### config.mk
export PLATFORM = sky130hd
export DESIGN_NAME = arp_resolver_cache_top_flat
export DESIGN_NICKNAME = d
export VERILOG_FILES = /design/src/sv/arc_pkg.sv /design/src/sv/arc_if.sv /design/src/sv/arp_resolver_cache_top.sv /design/src/sv/arc_table_mem.sv /design/src/sv/arc_engine.sv /design/src/sv/arc_cfg_regs.sv /design/src/flat_wrapper.sv
export SDC_FILE = /design/constraint.sdc
export NUM_CORES = 2
export LEC_CHECK = 0
export BUFFER_PORTS_ARGS = -buffer_cell sky130_fd_sc_hd__buf_2
export CORE_MARGIN = 2
export CORE_UTILIZATION = 60
export DETAILED_ROUTE_END_ITERATION = 12
export PLACE_DENSITY_LB_ADDON = 0.05
export RECOVER_POWER = 100
export SLEW_MARGIN = 10
export SYNTH_ARGS = -nofsm -noshare
export SYNTH_HDL_FRONTEND = slang
export SYNTH_HIERARCHICAL = 1
export SYNTH_SLANG_ARGS = --single-unit
### constraint.sdc
create_clock -name clk -period 51.7 [get_ports clk]
set_clock_uncertainty 0.05 [all_clocks]
set_input_delay 10.34 -clock clk [delete_from_list [all_inputs] [get_ports clk]]
set_output_delay 10.34 -clock clk [all_outputs]
set_load 0.005 [all_outputs]
### src/sv/arc_pkg.sv
// ----------------------------------------------------------------------------
// arc_pkg: shared types and constants for the ARP resolver cache
// Holds the table geometry, item and result records and the field codes.
// ----------------------------------------------------------------------------
package arc_pkg;

  localparam int TABLE_DEPTH = 8;
  localparam int IDX_W       = (TABLE_DEPTH > 1) ? $clog2(TABLE_DEPTH) : 1;
  localparam int CNT_W       = $clog2(TABLE_DEPTH + 1);

  localparam logic [1:0] OP_PAYLOAD = 2'd0;
  localparam logic [1:0] OP_LOOKUP  = 2'd1;
  localparam logic [1:0] OP_RESOLVE = 2'd2;
  localparam logic [1:0] OP_TICK    = 2'd3;

  localparam logic [1:0] KIND_NONE = 2'd0;
  localparam logic [1:0] KIND_REQ  = 2'd1;
  localparam logic [1:0] KIND_REP  = 2'd2;

  localparam logic [15:0] ARP_OP_REQ  = 16'h0001;
  localparam logic [15:0] ARP_REPLY   = 16'h0002;
  localparam logic [15:0] HW_ETHER    = 16'h0001;
  localparam logic [15:0] PROTO_IPV4  = 16'h0800;
  localparam logic [15:0] ADDR_LENS   = 16'h0604;
  localparam logic [47:0] MAC_BCAST   = 48'hFFFF_FFFF_FFFF;

  localparam logic [1:0] REG_OWN_IP   = 2'd0;
  localparam logic [1:0] REG_OWN_MAC  = 2'd1;
  localparam logic [1:0] REG_INTERVAL = 2'd2;
  localparam logic [1:0] REG_MAX_ATT  = 2'd3;

  localparam logic [15:0] INTERVAL_RST = 16'd250;
  localparam logic [6:0]  MAX_ATT_RST  = 7'd5;

  typedef struct packed {
    logic [1:0]  operation;
    logic        frame_short;
    logic [15:0] hw_type;
    logic [15:0] proto_type;
    logic [15:0] addr_lengths;
    logic [15:0] arp_op;
    logic [47:0] sender_mac;
    logic [31:0] sender_ip;
    logic [47:0] target_mac;
    logic [31:0] target_ip;
    logic [31:0] query_ip;
    logic [31:0] now_ms;
  } item_t;

  typedef struct packed {
    logic [1:0]  send_kind;
    logic [47:0] frame_dest_mac;
    logic [47:0] frame_target_mac;
    logic [31:0] frame_target_ip;
    logic        lookup_hit;
    logic [47:0] lookup_mac;
    logic        request_status;
    logic        timer_active;
    logic        last;
  } result_t;

  // one table entry as stored
  typedef struct packed {
    logic [31:0] ip;
    logic [47:0] mac;
    logic        resolved;
    logic [6:0]  attempts;
    logic [31:0] start;
  } entry_t;

  typedef struct packed {
    logic [31:0] own_ip;
    logic [47:0] own_mac;
    logic [15:0] interval;
    logic [6:0]  max_att;
  } cfg_t;

endpackage

### src/sv/arc_if.sv
// ----------------------------------------------------------------------------
// arc_if: valid/ready channel interfaces
// Item, result and register write channels.
// ----------------------------------------------------------------------------
interface arc_item_if;
  import arc_pkg::*;
  logic  valid;
  logic  ready;
  item_t data;
  modport source (output valid, output data, input ready);
  modport sink   (input valid, input data, output ready);
endinterface

interface arc_result_if;
  import arc_pkg::*;
  logic    valid;
  logic    ready;
  result_t data;
  modport source (output valid, output data, input ready);
  modport sink   (input valid, input data, output ready);
endinterface

interface arc_cfg_if;
  logic        valid;
  logic        ready;
  logic [1:0]  index;
  logic [47:0] wdata;
  modport source (output valid, output index, output wdata, input ready);
  modport sink   (input valid, input index, input wdata, output ready);
endinterface

### src/sv/arp_resolver_cache_top.sv
// ----------------------------------------------------------------------------
// arp_resolver_cache_top: ARP resolver with IP-to-MAC cache
//
//   channel  dir  handshake          payload
//   in_      in   in_valid/in_ready  ARP fields, operation, query_ip, now_ms
//   out_     out  out_valid/out_ready frame, lookup and status fields, last
//   cfg_     in   cfg_valid/cfg_ready index (2b), wdata (48b)
//
// One request at a time; each entry is read from the store's registered port,
// then scanned. An output stall holds the sequencer where a result waits to
// load, and in the reply step even when no reply is sent.
// Reset is synchronous; no clearing pass, the store's valid bits reset at once.
// ----------------------------------------------------------------------------
module arp_resolver_cache_top (
  input  logic        clk,
  input  logic        rst_n,
  arc_item_if.sink    in_ch,
  arc_result_if.source out_ch,
  arc_cfg_if.sink     cfg_ch
);
  import arc_pkg::*;

  cfg_t             cfg;
  logic [IDX_W-1:0] rd_addr, wr_addr;
  entry_t           rd_data, wr_data;
  logic             wr_en;

  arc_cfg_regs u_regs (.clk, .rst_n, .cfg_ch, .cfg);

  arc_table_mem u_mem (
    .clk, .rst_n, .rd_addr, .rd_data, .wr_en, .wr_addr, .wr_data
  );

  arc_engine u_eng (
    .clk, .rst_n, .in_ch, .out_ch, .cfg,
    .rd_addr, .rd_data, .wr_en, .wr_addr, .wr_data
  );
endmodule

### src/sv/arc_table_mem.sv
// ----------------------------------------------------------------------------
// arc_table_mem: entry store
// One read port with registered data, one write port. Valid bits mark
// written entries; an invalid entry reads as all zero.
// ----------------------------------------------------------------------------
module arc_table_mem (
  input  logic                 clk,
  input  logic                 rst_n,
  input  logic [arc_pkg::IDX_W-1:0] rd_addr,
  output arc_pkg::entry_t      rd_data,
  input  logic                 wr_en,
  input  logic [arc_pkg::IDX_W-1:0] wr_addr,
  input  arc_pkg::entry_t      wr_data
);
  import arc_pkg::*;

  entry_t                 mem [TABLE_DEPTH];
  logic [TABLE_DEPTH-1:0] vld_r;
  entry_t                 rd_r;
  logic                   rd_vld_r;

  always_ff @(posedge clk) begin
    if (wr_en) mem[wr_addr] <= wr_data;
    rd_r <= mem[rd_addr];
  end

  always_ff @(posedge clk) begin
    if (!rst_n) begin
      vld_r    <= '0;
      rd_vld_r <= 1'b0;
    end else begin
      if (wr_en) vld_r[wr_addr] <= 1'b1;
      rd_vld_r <= vld_r[rd_addr];
    end
  end

  assign rd_data = rd_vld_r ? rd_r : '0;
endmodule

### src/sv/arc_engine.sv
// ----------------------------------------------------------------------------
// arc_engine: per-item sequencer
// Scans the entry store one entry at a time (a read state, then a scan state),
// updates entries and emits results through a one-deep output register.
// ----------------------------------------------------------------------------
module arc_engine (
  input  logic                      clk,
  input  logic                      rst_n,
  arc_item_if.sink                  in_ch,
  arc_result_if.source              out_ch,
  input  arc_pkg::cfg_t             cfg,
  output logic [arc_pkg::IDX_W-1:0] rd_addr,
  input  arc_pkg::entry_t           rd_data,
  output logic                      wr_en,
  output logic [arc_pkg::IDX_W-1:0] wr_addr,
  output arc_pkg::entry_t           wr_data
);
  import arc_pkg::*;

  typedef enum logic [5:0] {
    S_IDLE  = 6'b000001,
    S_READ  = 6'b000010,
    S_SCAN  = 6'b000100,
    S_ALLOC = 6'b001000,
    S_EMIT  = 6'b010000,
    S_CLOSE = 6'b100000
  } state_t;

  state_t             state_r, state_nxt;
  item_t              item_r;
  logic [CNT_W-1:0]   idx_r, idx_nxt;
  logic               found_r, found_nxt;     // stop-search / match flag
  logic [IDX_W-1:0]   slot_r, slot_nxt;
  logic               free_ok_r, free_ok_nxt;
  logic [IDX_W-1:0]   free_r, free_nxt;
  logic               hit_r, hit_nxt;
  logic [47:0]        hmac_r, hmac_nxt;
  logic               status_r, status_nxt;
  logic               pend_r, pend_nxt;
  logic               timer_r, timer_nxt;
  result_t            out_r, out_nxt;
  logic               ov_r, ov_nxt;

  logic        in_use, ip_eq, pkt_ok, out_free, expired;
  logic [31:0] elapsed;
  logic [IDX_W-1:0] cur;

  assign cur      = idx_r[IDX_W-1:0];
  assign in_use   = rd_data.resolved || (rd_data.attempts != 7'd0);
  assign out_free = !ov_r || out_ch.ready;
  assign pkt_ok   = !item_r.frame_short && item_r.hw_type == HW_ETHER &&
                    item_r.proto_type == PROTO_IPV4 && item_r.addr_lengths == ADDR_LENS;
  assign elapsed  = item_r.now_ms - rd_data.start;
  assign expired  = elapsed >= {16'd0, cfg.interval};
  assign ip_eq    = (item_r.operation == OP_PAYLOAD) ? rd_data.ip == item_r.sender_ip
                                                     : rd_data.ip == item_r.query_ip;

  assign in_ch.ready = (state_r == S_IDLE);
  assign out_ch.valid = ov_r;
  assign out_ch.data  = out_r;

  always_comb begin
    state_nxt   = state_r;
    idx_nxt     = idx_r;
    found_nxt   = found_r;
    slot_nxt    = slot_r;
    free_ok_nxt = free_ok_r;
    free_nxt    = free_r;
    hit_nxt     = hit_r;
    hmac_nxt    = hmac_r;
    status_nxt  = status_r;
    pend_nxt    = pend_r;
    timer_nxt   = timer_r;
    out_nxt     = out_r;
    ov_nxt      = ov_r && !out_ch.ready;
    rd_addr     = cur;
    wr_en       = 1'b0;
    wr_addr     = cur;
    wr_data     = rd_data;

    case (state_r)
      S_IDLE: begin
        idx_nxt = '0; found_nxt = 1'b0; free_ok_nxt = 1'b0; hit_nxt = 1'b0;
        hmac_nxt = '0; status_nxt = 1'b0; pend_nxt = 1'b0;
        if (in_ch.valid) state_nxt = S_EMIT;
      end
      S_EMIT: begin
        // optional reply frame before the scan
        if (out_free) begin
          if (item_r.operation == OP_PAYLOAD && pkt_ok && item_r.arp_op == ARP_OP_REQ &&
              item_r.target_ip == cfg.own_ip) begin
            out_nxt = '0;
            out_nxt.send_kind        = KIND_REP;
            out_nxt.frame_dest_mac   = item_r.sender_mac;
            out_nxt.frame_target_mac = item_r.sender_mac;
            out_nxt.frame_target_ip  = item_r.sender_ip;
            out_nxt.timer_active     = timer_r;
            ov_nxt = 1'b1;
          end
          state_nxt = S_READ;
        end
      end
      S_READ: state_nxt = S_SCAN;
      S_SCAN: begin
        state_nxt = S_READ;
        case (item_r.operation)
          OP_PAYLOAD: begin
            if (pkt_ok && item_r.arp_op == ARP_REPLY && item_r.target_mac == cfg.own_mac &&
                item_r.target_ip == cfg.own_ip && !found_r && in_use && ip_eq) begin
              found_nxt = 1'b1;
              wr_en = 1'b1;
              wr_data.mac = item_r.sender_mac;
              wr_data.resolved = 1'b1;
            end
          end
          OP_LOOKUP: begin
            if (!found_r && in_use && ip_eq) begin
              found_nxt = 1'b1;
              hit_nxt   = rd_data.resolved;
              hmac_nxt  = rd_data.resolved ? rd_data.mac : '0;
            end
          end
          OP_RESOLVE: begin
            if (!found_r && in_use && ip_eq) begin
              if (!rd_data.resolved) begin
                found_nxt = 1'b1;
                slot_nxt  = '0;
                pend_nxt  = 1'b1;     // already pending: stop, nothing sent
              end else begin
                slot_nxt = cur;
                hit_nxt  = 1'b1;      // resolved match seen (last one wins)
              end
            end
            if (!in_use && !free_ok_r) begin
              free_ok_nxt = 1'b1;
              free_nxt    = cur;
            end
          end
          default: begin
            if (timer_r && in_use && !rd_data.resolved) begin
              pend_nxt = 1'b1;
              if (expired) begin
                if (rd_data.attempts >= cfg.max_att) begin
                  wr_en = 1'b1;
                  wr_data = '0;
                end else if (out_free) begin
                  wr_en = 1'b1;
                  wr_data.attempts = rd_data.attempts + 7'd1;
                  wr_data.start    = item_r.now_ms;
                  out_nxt = '0;
                  out_nxt.send_kind       = KIND_REQ;
                  out_nxt.frame_dest_mac  = MAC_BCAST;
                  out_nxt.frame_target_ip = rd_data.ip;
                  out_nxt.timer_active    = timer_r;
                  ov_nxt = 1'b1;
                end else begin
                  state_nxt = S_SCAN;  // hold until output register frees
                end
              end
            end
          end
        endcase
        if (state_nxt == S_READ) begin
          if (idx_r == CNT_W'(TABLE_DEPTH - 1)) begin
            state_nxt = S_ALLOC;
            if (item_r.operation == OP_TICK && timer_r && !pend_nxt) timer_nxt = 1'b0;
          end else begin
            idx_nxt = idx_r + CNT_W'(1);
            rd_addr = idx_nxt[IDX_W-1:0];
          end
        end else begin
          rd_addr = cur;
        end
      end
      S_ALLOC: begin
        if (item_r.operation == OP_RESOLVE && !pend_r) begin
          if (!hit_r && !free_ok_r) begin
            status_nxt = 1'b1;
            state_nxt  = S_CLOSE;
          end else if (out_free) begin
            wr_en   = 1'b1;
            wr_addr = hit_r ? slot_r : free_r;
            wr_data = '0;
            wr_data.ip       = item_r.query_ip;
            wr_data.attempts = 7'd1;
            wr_data.start    = item_r.now_ms;
            wr_data.resolved = hit_r;
            wr_data.mac      = hmac_r;
            timer_nxt = 1'b1;
            out_nxt = '0;
            out_nxt.send_kind       = KIND_REQ;
            out_nxt.frame_dest_mac  = MAC_BCAST;
            out_nxt.frame_target_ip = item_r.query_ip;
            out_nxt.timer_active    = 1'b1;
            ov_nxt = 1'b1;
            hit_nxt = 1'b0;
            state_nxt = S_CLOSE;
          end
        end else begin
          state_nxt = S_CLOSE;
        end
      end
      S_CLOSE: begin
        if (out_free) begin
          out_nxt = '0;
          out_nxt.last           = 1'b1;
          out_nxt.timer_active   = timer_r;
          out_nxt.request_status = status_r;
          if (item_r.operation == OP_LOOKUP) begin
            out_nxt.lookup_hit = hit_r;
            out_nxt.lookup_mac = hmac_r;
          end
          ov_nxt = 1'b1;
          state_nxt = S_IDLE;
        end
      end
      default: state_nxt = S_IDLE;
    endcase
  end

  // resolve of a resolved entry keeps its MAC: capture it for write-back
  logic [47:0] keep_mac;
  assign keep_mac = (state_r == S_SCAN && item_r.operation == OP_RESOLVE && !found_r &&
                     in_use && ip_eq && rd_data.resolved) ? rd_data.mac : hmac_nxt;

  always_ff @(posedge clk) begin
    if (in_ch.valid && in_ch.ready) item_r <= in_ch.data;
    out_r    <= out_nxt;
    idx_r    <= idx_nxt;
    slot_r   <= slot_nxt;
    free_r   <= free_nxt;
    hmac_r   <= keep_mac;
  end

  always_ff @(posedge clk) begin
    if (!rst_n) begin
      state_r   <= S_IDLE;
      ov_r      <= 1'b0;
      timer_r   <= 1'b0;
      found_r   <= 1'b0;
      free_ok_r <= 1'b0;
      hit_r     <= 1'b0;
      status_r  <= 1'b0;
      pend_r    <= 1'b0;
    end else begin
      state_r   <= state_nxt;
      ov_r      <= ov_nxt;
      timer_r   <= timer_nxt;
      found_r   <= found_nxt;
      free_ok_r <= free_ok_nxt;
      hit_r     <= hit_nxt;
      status_r  <= status_nxt;
      pend_r    <= pend_nxt;
    end
  end
endmodule

### src/sv/arc_cfg_regs.sv
// ----------------------------------------------------------------------------
// arc_cfg_regs: station registers
// Own addresses, retry interval and attempt limit.
// ----------------------------------------------------------------------------
module arc_cfg_regs (
  input  logic          clk,
  input  logic          rst_n,
  arc_cfg_if.sink       cfg_ch,
  output arc_pkg::cfg_t cfg
);
  import arc_pkg::*;

  cfg_t cfg_r;

  assign cfg_ch.ready = 1'b1;
  assign cfg = cfg_r;

  always_ff @(posedge clk) begin
    if (!rst_n) begin
      cfg_r.own_ip   <= '0;
      cfg_r.own_mac  <= '0;
      cfg_r.interval <= INTERVAL_RST;
      cfg_r.max_att  <= MAX_ATT_RST;
    end else if (cfg_ch.valid) begin
      case (cfg_ch.index)
        REG_OWN_IP:   cfg_r.own_ip   <= cfg_ch.wdata[31:0];
        REG_OWN_MAC:  cfg_r.own_mac  <= cfg_ch.wdata;
        REG_INTERVAL: cfg_r.interval <= cfg_ch.wdata[15:0];
        REG_MAX_ATT:  cfg_r.max_att  <= cfg_ch.wdata[6:0];
        default: ;
      endcase
    end
  end
endmodule

### src/flat_wrapper.sv
// flat-port wrapper written by rule: the top's interface ports become plain ports
module arp_resolver_cache_top_flat import arc_pkg::*;
  (clk, rst_n, in_ch_valid, in_ch_data, in_ch_ready, out_ch_valid, out_ch_data, out_ch_ready, cfg_ch_valid, cfg_ch_index, cfg_ch_wdata, cfg_ch_ready);
  arc_item_if in_ch_i ();
  arc_result_if out_ch_i ();
  arc_cfg_if cfg_ch_i ();
  input  logic clk;
  input  logic rst_n;
  input wire logic [$bits(in_ch_i.valid)-1:0] in_ch_valid;
  input wire logic [$bits(in_ch_i.data)-1:0] in_ch_data;
  output wire logic [$bits(in_ch_i.ready)-1:0] in_ch_ready;
  output wire logic [$bits(out_ch_i.valid)-1:0] out_ch_valid;
  output wire logic [$bits(out_ch_i.data)-1:0] out_ch_data;
  input wire logic [$bits(out_ch_i.ready)-1:0] out_ch_ready;
  input wire logic [$bits(cfg_ch_i.valid)-1:0] cfg_ch_valid;
  input wire logic [$bits(cfg_ch_i.index)-1:0] cfg_ch_index;
  input wire logic [$bits(cfg_ch_i.wdata)-1:0] cfg_ch_wdata;
  output wire logic [$bits(cfg_ch_i.ready)-1:0] cfg_ch_ready;
  assign in_ch_i.valid = in_ch_valid;
  assign in_ch_i.data = in_ch_data;
  assign in_ch_ready = in_ch_i.ready;
  assign out_ch_valid = out_ch_i.valid;
  assign out_ch_data = out_ch_i.data;
  assign out_ch_i.ready = out_ch_ready;
  assign cfg_ch_i.valid = cfg_ch_valid;
  assign cfg_ch_i.index = cfg_ch_index;
  assign cfg_ch_i.wdata = cfg_ch_wdata;
  assign cfg_ch_ready = cfg_ch_i.ready;
  arp_resolver_cache_top u_core (.clk(clk), .rst_n(rst_n), .in_ch(in_ch_i), .out_ch(out_ch_i), .cfg_ch(cfg_ch_i));
endmodule
Yosys cells after proc, flatten, opt, wreduce, memory -nomap -nowiden
Memories as Yosys holds them, arrays and structs flattened. A register that Yosys moved wholly into a read port is not among the register bits.
Cells that the tools add are included.
{"block": "word_totals", "register_bits": 656, "ram_bits": 960, "inputBits": 346, "memories": 1}
{"block": "op_classes", "n_addsub": 3, "n_lt_le_gt_ge": 5, "n_eq_ne": 52, "mux": 117, "bitwise": 1, "reduce_logical": 68}
{"name": "u_core.u_mem.mem", "depth": 8, "word_bits": 120, "read_ports": 1, "rd_clocked_by_memory_dff": 1, "wr": 1, "line": "arc_table_mem.sv:17", "text": "entry_t mem [TABLE_DEPTH];"}
{"cell": "182-bit 2-to-1 mux", "count": 11}
{"cell": "182-bit case mux with 4 select lines", "count": 1}
{"cell": "120-bit 2-to-1 mux", "count": 6}
{"cell": "120-bit case mux with 2 select lines", "count": 1}
{"cell": "48-bit 2-to-1 mux", "count": 4}
{"cell": "39-bit 2-to-1 mux", "count": 3}
{"cell": "49-bit 2-to-1 mux", "count": 2}
{"cell": "49-bit case mux with 2 select lines", "count": 1}
{"cell": "32-bit equality test", "count": 3}
{"cell": "48-bit case mux with 2 select lines", "count": 1}
{"cell": "81-bit 2-to-1 mux", "count": 1}
{"cell": "6-bit 2-to-1 mux", "count": 9}
{"cell": "48-bit equality test", "count": 1}
{"cell": "1-bit 2-to-1 mux", "count": 45}
{"cell": "3-bit 2-to-1 mux", "count": 13}
{"cell": "2-bit != test (second input constant)", "count": 19}
{"cell": "6-bit case mux with 6 select lines", "count": 1}
{"cell": "16-bit by 1-bit equality test with 1-bit output (second input constant)", "count": 2}
{"cell": "32-bit by 16-bit greater-or-equal comparator with 1-bit output", "count": 1}
{"cell": "32-bit 2-to-1 mux", "count": 1}
{"cell": "32-bit subtractor", "count": 1}
{"cell": "1-bit logical AND", "count": 29}
{"cell": "3-bit != test (second input constant)", "count": 6}
{"cell": "1-bit case mux with 2 select lines", "count": 9}
{"cell": "other kinds (42)", "count": 75}

Longest topological paths before layout
{"block": "depth", "word_depth": 15, "ltp_mapped": 30, "mapped_depth_nobuf": 26}

Hierarchy
The synthesis kept the hierarchy.
{"mod": "arc_table_mem", "n_inst": 1, "cells_each": 1679, "area_per_inst_um2": 39775.6, "seq_area_each_um2": 31410.1}
{"mod": "arc_engine", "n_inst": 1, "cells_each": 1930, "area_per_inst_um2": 25316.8, "seq_area_each_um2": 16205.5}
{"mod": "arc_cfg_regs", "n_inst": 1, "cells_each": 404, "area_per_inst_um2": 4001.3, "seq_area_each_um2": 2062.0}

Least setup slack after synthesis
OpenSTA, ideal clock, no wires.
{"block": "synth_path", "path_type": "input-to-reg", "from": "input out_ch_ready", "to": "register u_core.u_eng.out_r (netlist bit u_core/u_eng/out_ch.data[0]), enable pin", "t_arrival_ns": 23.441, "setup_slack_ns": 27.262, "cell_stages": 5, "path_cell_list": "nand2b_1 clkbuf_1 clkinv_1 o21a_1 nor3_1"}
{"block": "synth_via", "elab_chain_len": 3, "word_cells_on_any_way": 6}
{"item": "from (decl)", "line": "flat_wrapper.sv:14", "text": "input wire logic [$bits(out_ch_i.ready)-1:0] out_ch_ready;"}
{"item": "1-bit logical OR *", "line": "arc_engine.sv:50", "text": "assign out_free = !ov_r || out_ch.ready;"}
{"item": "2-bit != test (no line)"}
{"item": "12-bit AND reduction (no line) *"}
{"item": "to (signal assigned)", "line": "arc_engine.sv:228", "text": "out_r <= out_nxt;"}
{"item": "to (decl)", "line": "arc_engine.sv:41", "text": "result_t out_r, out_nxt;"}
Every way passes the cells marked *; elsewhere a longest branch is shown, timed or not.
A chain may end at the register's enable or synchronous reset.

Worst setup path after layout
{"block": "layout_path", "from": "input out_ch_ready", "to": "register, netlist name u_core/u_mem/rd_r[76]"}
{"block": "layout_via", "elab_chain_len": 10}
{"item": "1-bit logical OR", "line": "arc_engine.sv:50"}
{"item": "3-bit 2-to-1 mux", "line": "arc_engine.sv:146", "text": "end else if (out_free) begin"}
{"item": "3-bit 2-to-1 mux", "line": "arc_engine.sv:143", "text": "if (rd_data.attempts >= cfg.max_att) begin"}
{"item": "3-bit 2-to-1 mux", "line": "arc_engine.sv:142", "text": "if (expired) begin"}
{"item": "3-bit 2-to-1 mux", "line": "arc_engine.sv:140", "text": "if (timer_r && in_use && !rd_data.resolved) begin"}
{"item": "3-bit 2-to-1 mux", "line": "arc_engine.sv:106", "text": "case (item_r.operation)"}
{"item": "6-bit 2-to-1 mux", "line": "arc_engine.sv:81", "text": "case (state_r)"}
{"item": "6-bit by 2-bit equality test with 1-bit output", "line": "arc_engine.sv:163", "text": "if (state_nxt == S_READ) begin"}
{"item": "3-bit 2-to-1 mux", "line": "arc_engine.sv:163"}
{"item": "3-bit 2-to-1 mux", "line": "arc_engine.sv:81"}
{"item": "via u_core.rd_addr[1]", "line": "arp_resolver_cache_top.sv:24", "text": "logic [IDX_W-1:0] rd_addr, wr_addr;"}
The timed path passes the listed nets, and every way through them passes these cells. The select of a mux whose other input is x is not followed.

==> impl_results.md <==
* Status: finished with violations
* Failing checks: max-capacitance violations, max-slew violations
* Setup crit start kind: input pin
* Post-DRT Antenna Nets at 0
* Fill count at 7796
* Met2 wire len at 83200 um
* PortBufs at 529
* # placed instances at 5892
* Post-Syn Nets at 4423
* Synth area leader: edfxtp_1
* Share of cells above drive strength 1 at 0.211
* Routed vias at 37395
* Slew headroom at -5.44
* Initial antenna violation count at 22
* Hold Slack at 409 ps
* Final min period at 22930 ps
* Fin cells at 6236
* Number of global-route vias before repair at 38155
* Ys Warns at 6
* Worst Setup End Kind: flip-flop
* I/O pin cnt at 531
* MaxCap Viol Count at 50
* Width of the die at 343 um
* Clock transition at path regs at 60 ps
* H-tree depth at 4
* RSZ-0062 raised after global routing: no
* Placeable Area at 0.114 mm2
* Flop pwr share at 0.507
* Cts repair resizes at 0
* Gr ovfl total at 0
* HP Class: flip-flop to flip-flop
* FF+latch count, synth at 1736
* Kind of critical path: input pin to flip-flop
* Max Root-Sink Buffers at 3
* Net Sw Frac at 0.221
* Die area at 0.118 mm2
* Top cell type's share of synthesized area at 0.648
* Synthesis-to-finish area growth at 13.2%
* Routed Wire Length at 161000 um
* Commonest cells after routing, fill and taps aside: edfxtp_1, buf_2, clkbuf_1, dfxtp_1, mux4_2
* Largest net degree at the start of global routing at 173
* PD cells at 41.0 mW/mm2
* F_max at 0.0436 GHz
* Post-Synth Adder-Cell Area at 0.0117
* Post-synthesis compound-gate area fraction at 0.0443
* GPL Wtd Cong at 0.854
* Row Count at 124
* Most common cell after layout, fill and taps aside: edfxtp_1
* Ys async rst share at 0
* Routed wire length on met3 at 9450 um
* WP data required at 52370 ps
* Fin nets at 4965
* Mapped cell area at 0.0691 mm2
* Setup violators final at 0
* DR top layer: met5
* Cell variety after synth at 87
* Max-slew violations at 2773
* Post-Synth Simple-Gate Area at 0.0616
* DRT iter0 DRCs at 3379
* Synth Area per Inst at 17.2 um2
* Clock Power Share at 0.395
* Top cells by area, synth: edfxtp_1, mux4_2, dfxtp_1, mux2i_1, and3_1
* Int Pwr at 2.50 mW
* CP Max Fanout at 144
* Hold Vio Cnt, Final at 0
* Worst setup margin at 28770 ps
* Critical Path AT at 23600 ps
* CTS Buf Count at 173
* CTS sink cnt at 1736
* TritonRoute pass-1 iters at 9
* Total negative slack at 0 ps
* Multiplexer share of the synthesized area at 0.120
* GRT Resource Usage Total at 0.273
* Ys flop type: edfxtp_1
* Sw Pwr at 0.707 mW
* # DRC at 0
* Post-synthesis sequential area ratio at 0.719
* Post-synth EDFFs at 1491
* Peak supply drop at 0.0422 mV
* Die height at 343 um
* Fin crit share at 0.443
* Clock Latency Late Sink at 790 ps
* Setup Slack @ Placement at 36170 ps
* Root Buffer: clkbuf_16
* Post-Synthesis Cells at 4013
* Layout Utilization at 0.684
* Worst slew pin tran at 9660 ps
* Xor/xnor cell area share of the yosys netlist at 0.0162
* Post-CTS setup buffers at 0
* Mean routed wirelength per cell at 25.8 um
* TritonCTS clock tree: built
* Initial Util at 0.604
* Vias/cell at 6.00
* Logic pwr share at 0.098
* P_leak at 27.3 nW
* First-pass GRT wire length at 236000 um
* Met1 WL at 63100 um
* Largest family of logic cells by synthesized area: multiplexers
* DP Wirelength at 94600 um
* Hold_buf cts at 0
-- per-stage QoR --
step           area, um2  total power, mW
6_report           78200             3.20
5_1_grt            78200             3.31
4_1_cts            78900             3.20
3_5_place_dp       73100             1.95
3_3_place_gp       73100             1.94
2_1_floorplan      69100             1.87
-- routing by layer --
layer | track usage | vias to the layer above
met1 | 0.359 | 19027
met4 | 0.0993 | 2
met3 | 0.0382 | 288
met2 | 0.468 | 1376
met5 | 0 | -
li1 | - | 16702
-- worst max-delay path: stages --
cell and delay, ps:
clkbuf_1 170, nand2b_1 400, clkinv_1 400, nand2_1 280
o21ai_0 330, mux2_1 3540, clkbuf_1 6400, mux4_2 1260
mux2_2 210
-- cell families after synthesis --
family,Yosys count
flip-flops,1736
multiplexers,498
buffers and inverters,391
AND/OR/NAND/NOR,780
XOR/XNOR,128
adder cells (fa/ha/maj),64
AO/OA/AOI/OAI,415
other,1
-- final timing paths --
| kind | from | to | slack (ps) | depth (start not counted) |
|---|---|---|---|---|
| hold / removal | u_core/u_mem/vld_r[6] | u_core/u_mem/vld_r[6] | 410 | 1 |
| setup / recovery | out_ch_ready | u_core/u_mem/rd_r[76] | 28770 | 9 |
| setup reg to reg | u_core/u_mem/rd_vld_r | u_core/u_mem/rd_r[76] | 30890 | 11 |
| hold reg to reg | u_core/u_mem/vld_r[6] | u_core/u_mem/vld_r[6] | 410 | 1 |
-- sequential cells by signal, summed over array words and instances, names as in the netlist, 3 cells and up --
| signal | cells |
|---|---|
| u_core/u_eng/state_r | 6 |
| u_core/u_eng/slot_r | 3 |
| u_core/u_eng/out_ch.data | 182 |
| u_core/u_eng/free_r | 3 |
| u_core/u_eng/idx_r | 4 |
| u_core/u_regs/cfg | 103 |
| u_core/u_mem/mem | 960 |
| u_core/u_eng/hmac_r | 48 |
| u_core/u_mem/rd_r | 120 |
| u_core/u_mem/vld_r | 8 |
| u_core/u_eng/item_r | 291 |
-- Yosys cell counts (70+ instances only) --
cell      instances
edfxtp_1       1491
dfxtp_1         245
mux4_2          241
nand2_1         205
inv_1           175
and3_1          149
mux2i_1         134
and2_1          129
clkbuf_1        113
xnor2_1          84
mux2_2           81
nor2_1           70
-- area by class of cell --
class / instances / area (um2) / share of cell area
sequential: 1736 / 49700 / 0.635
multi-input combinational: 1886 / 17400 / 0.223
clock buffer: 259 / 5100 / 0.0652
timing repair buffer: 582 / 2680 / 0.0342
tap: 1512 / 1890 / 0.0242
clock inverter: 66 / 703 / 0.00899
inverter: 176 / 661 / 0.00845
antenna: 19 / 47.5 / 0.000608
-- power by group through the flow --
stage | sequential (mW) | clock [mW] | combinational, mW
floorplan | 1.64 | 0 | 0.227
global placement | 1.65 | 0 | 0.294
detailed placement | 1.65 | 0 | 0.298
CTS | 1.62 | 1.29 | 0.300
global route | 1.63 | 1.34 | 0.343
finish | 1.62 | 1.27 | 0.314
Note: power is estimated with default switching activity, not from simulation.
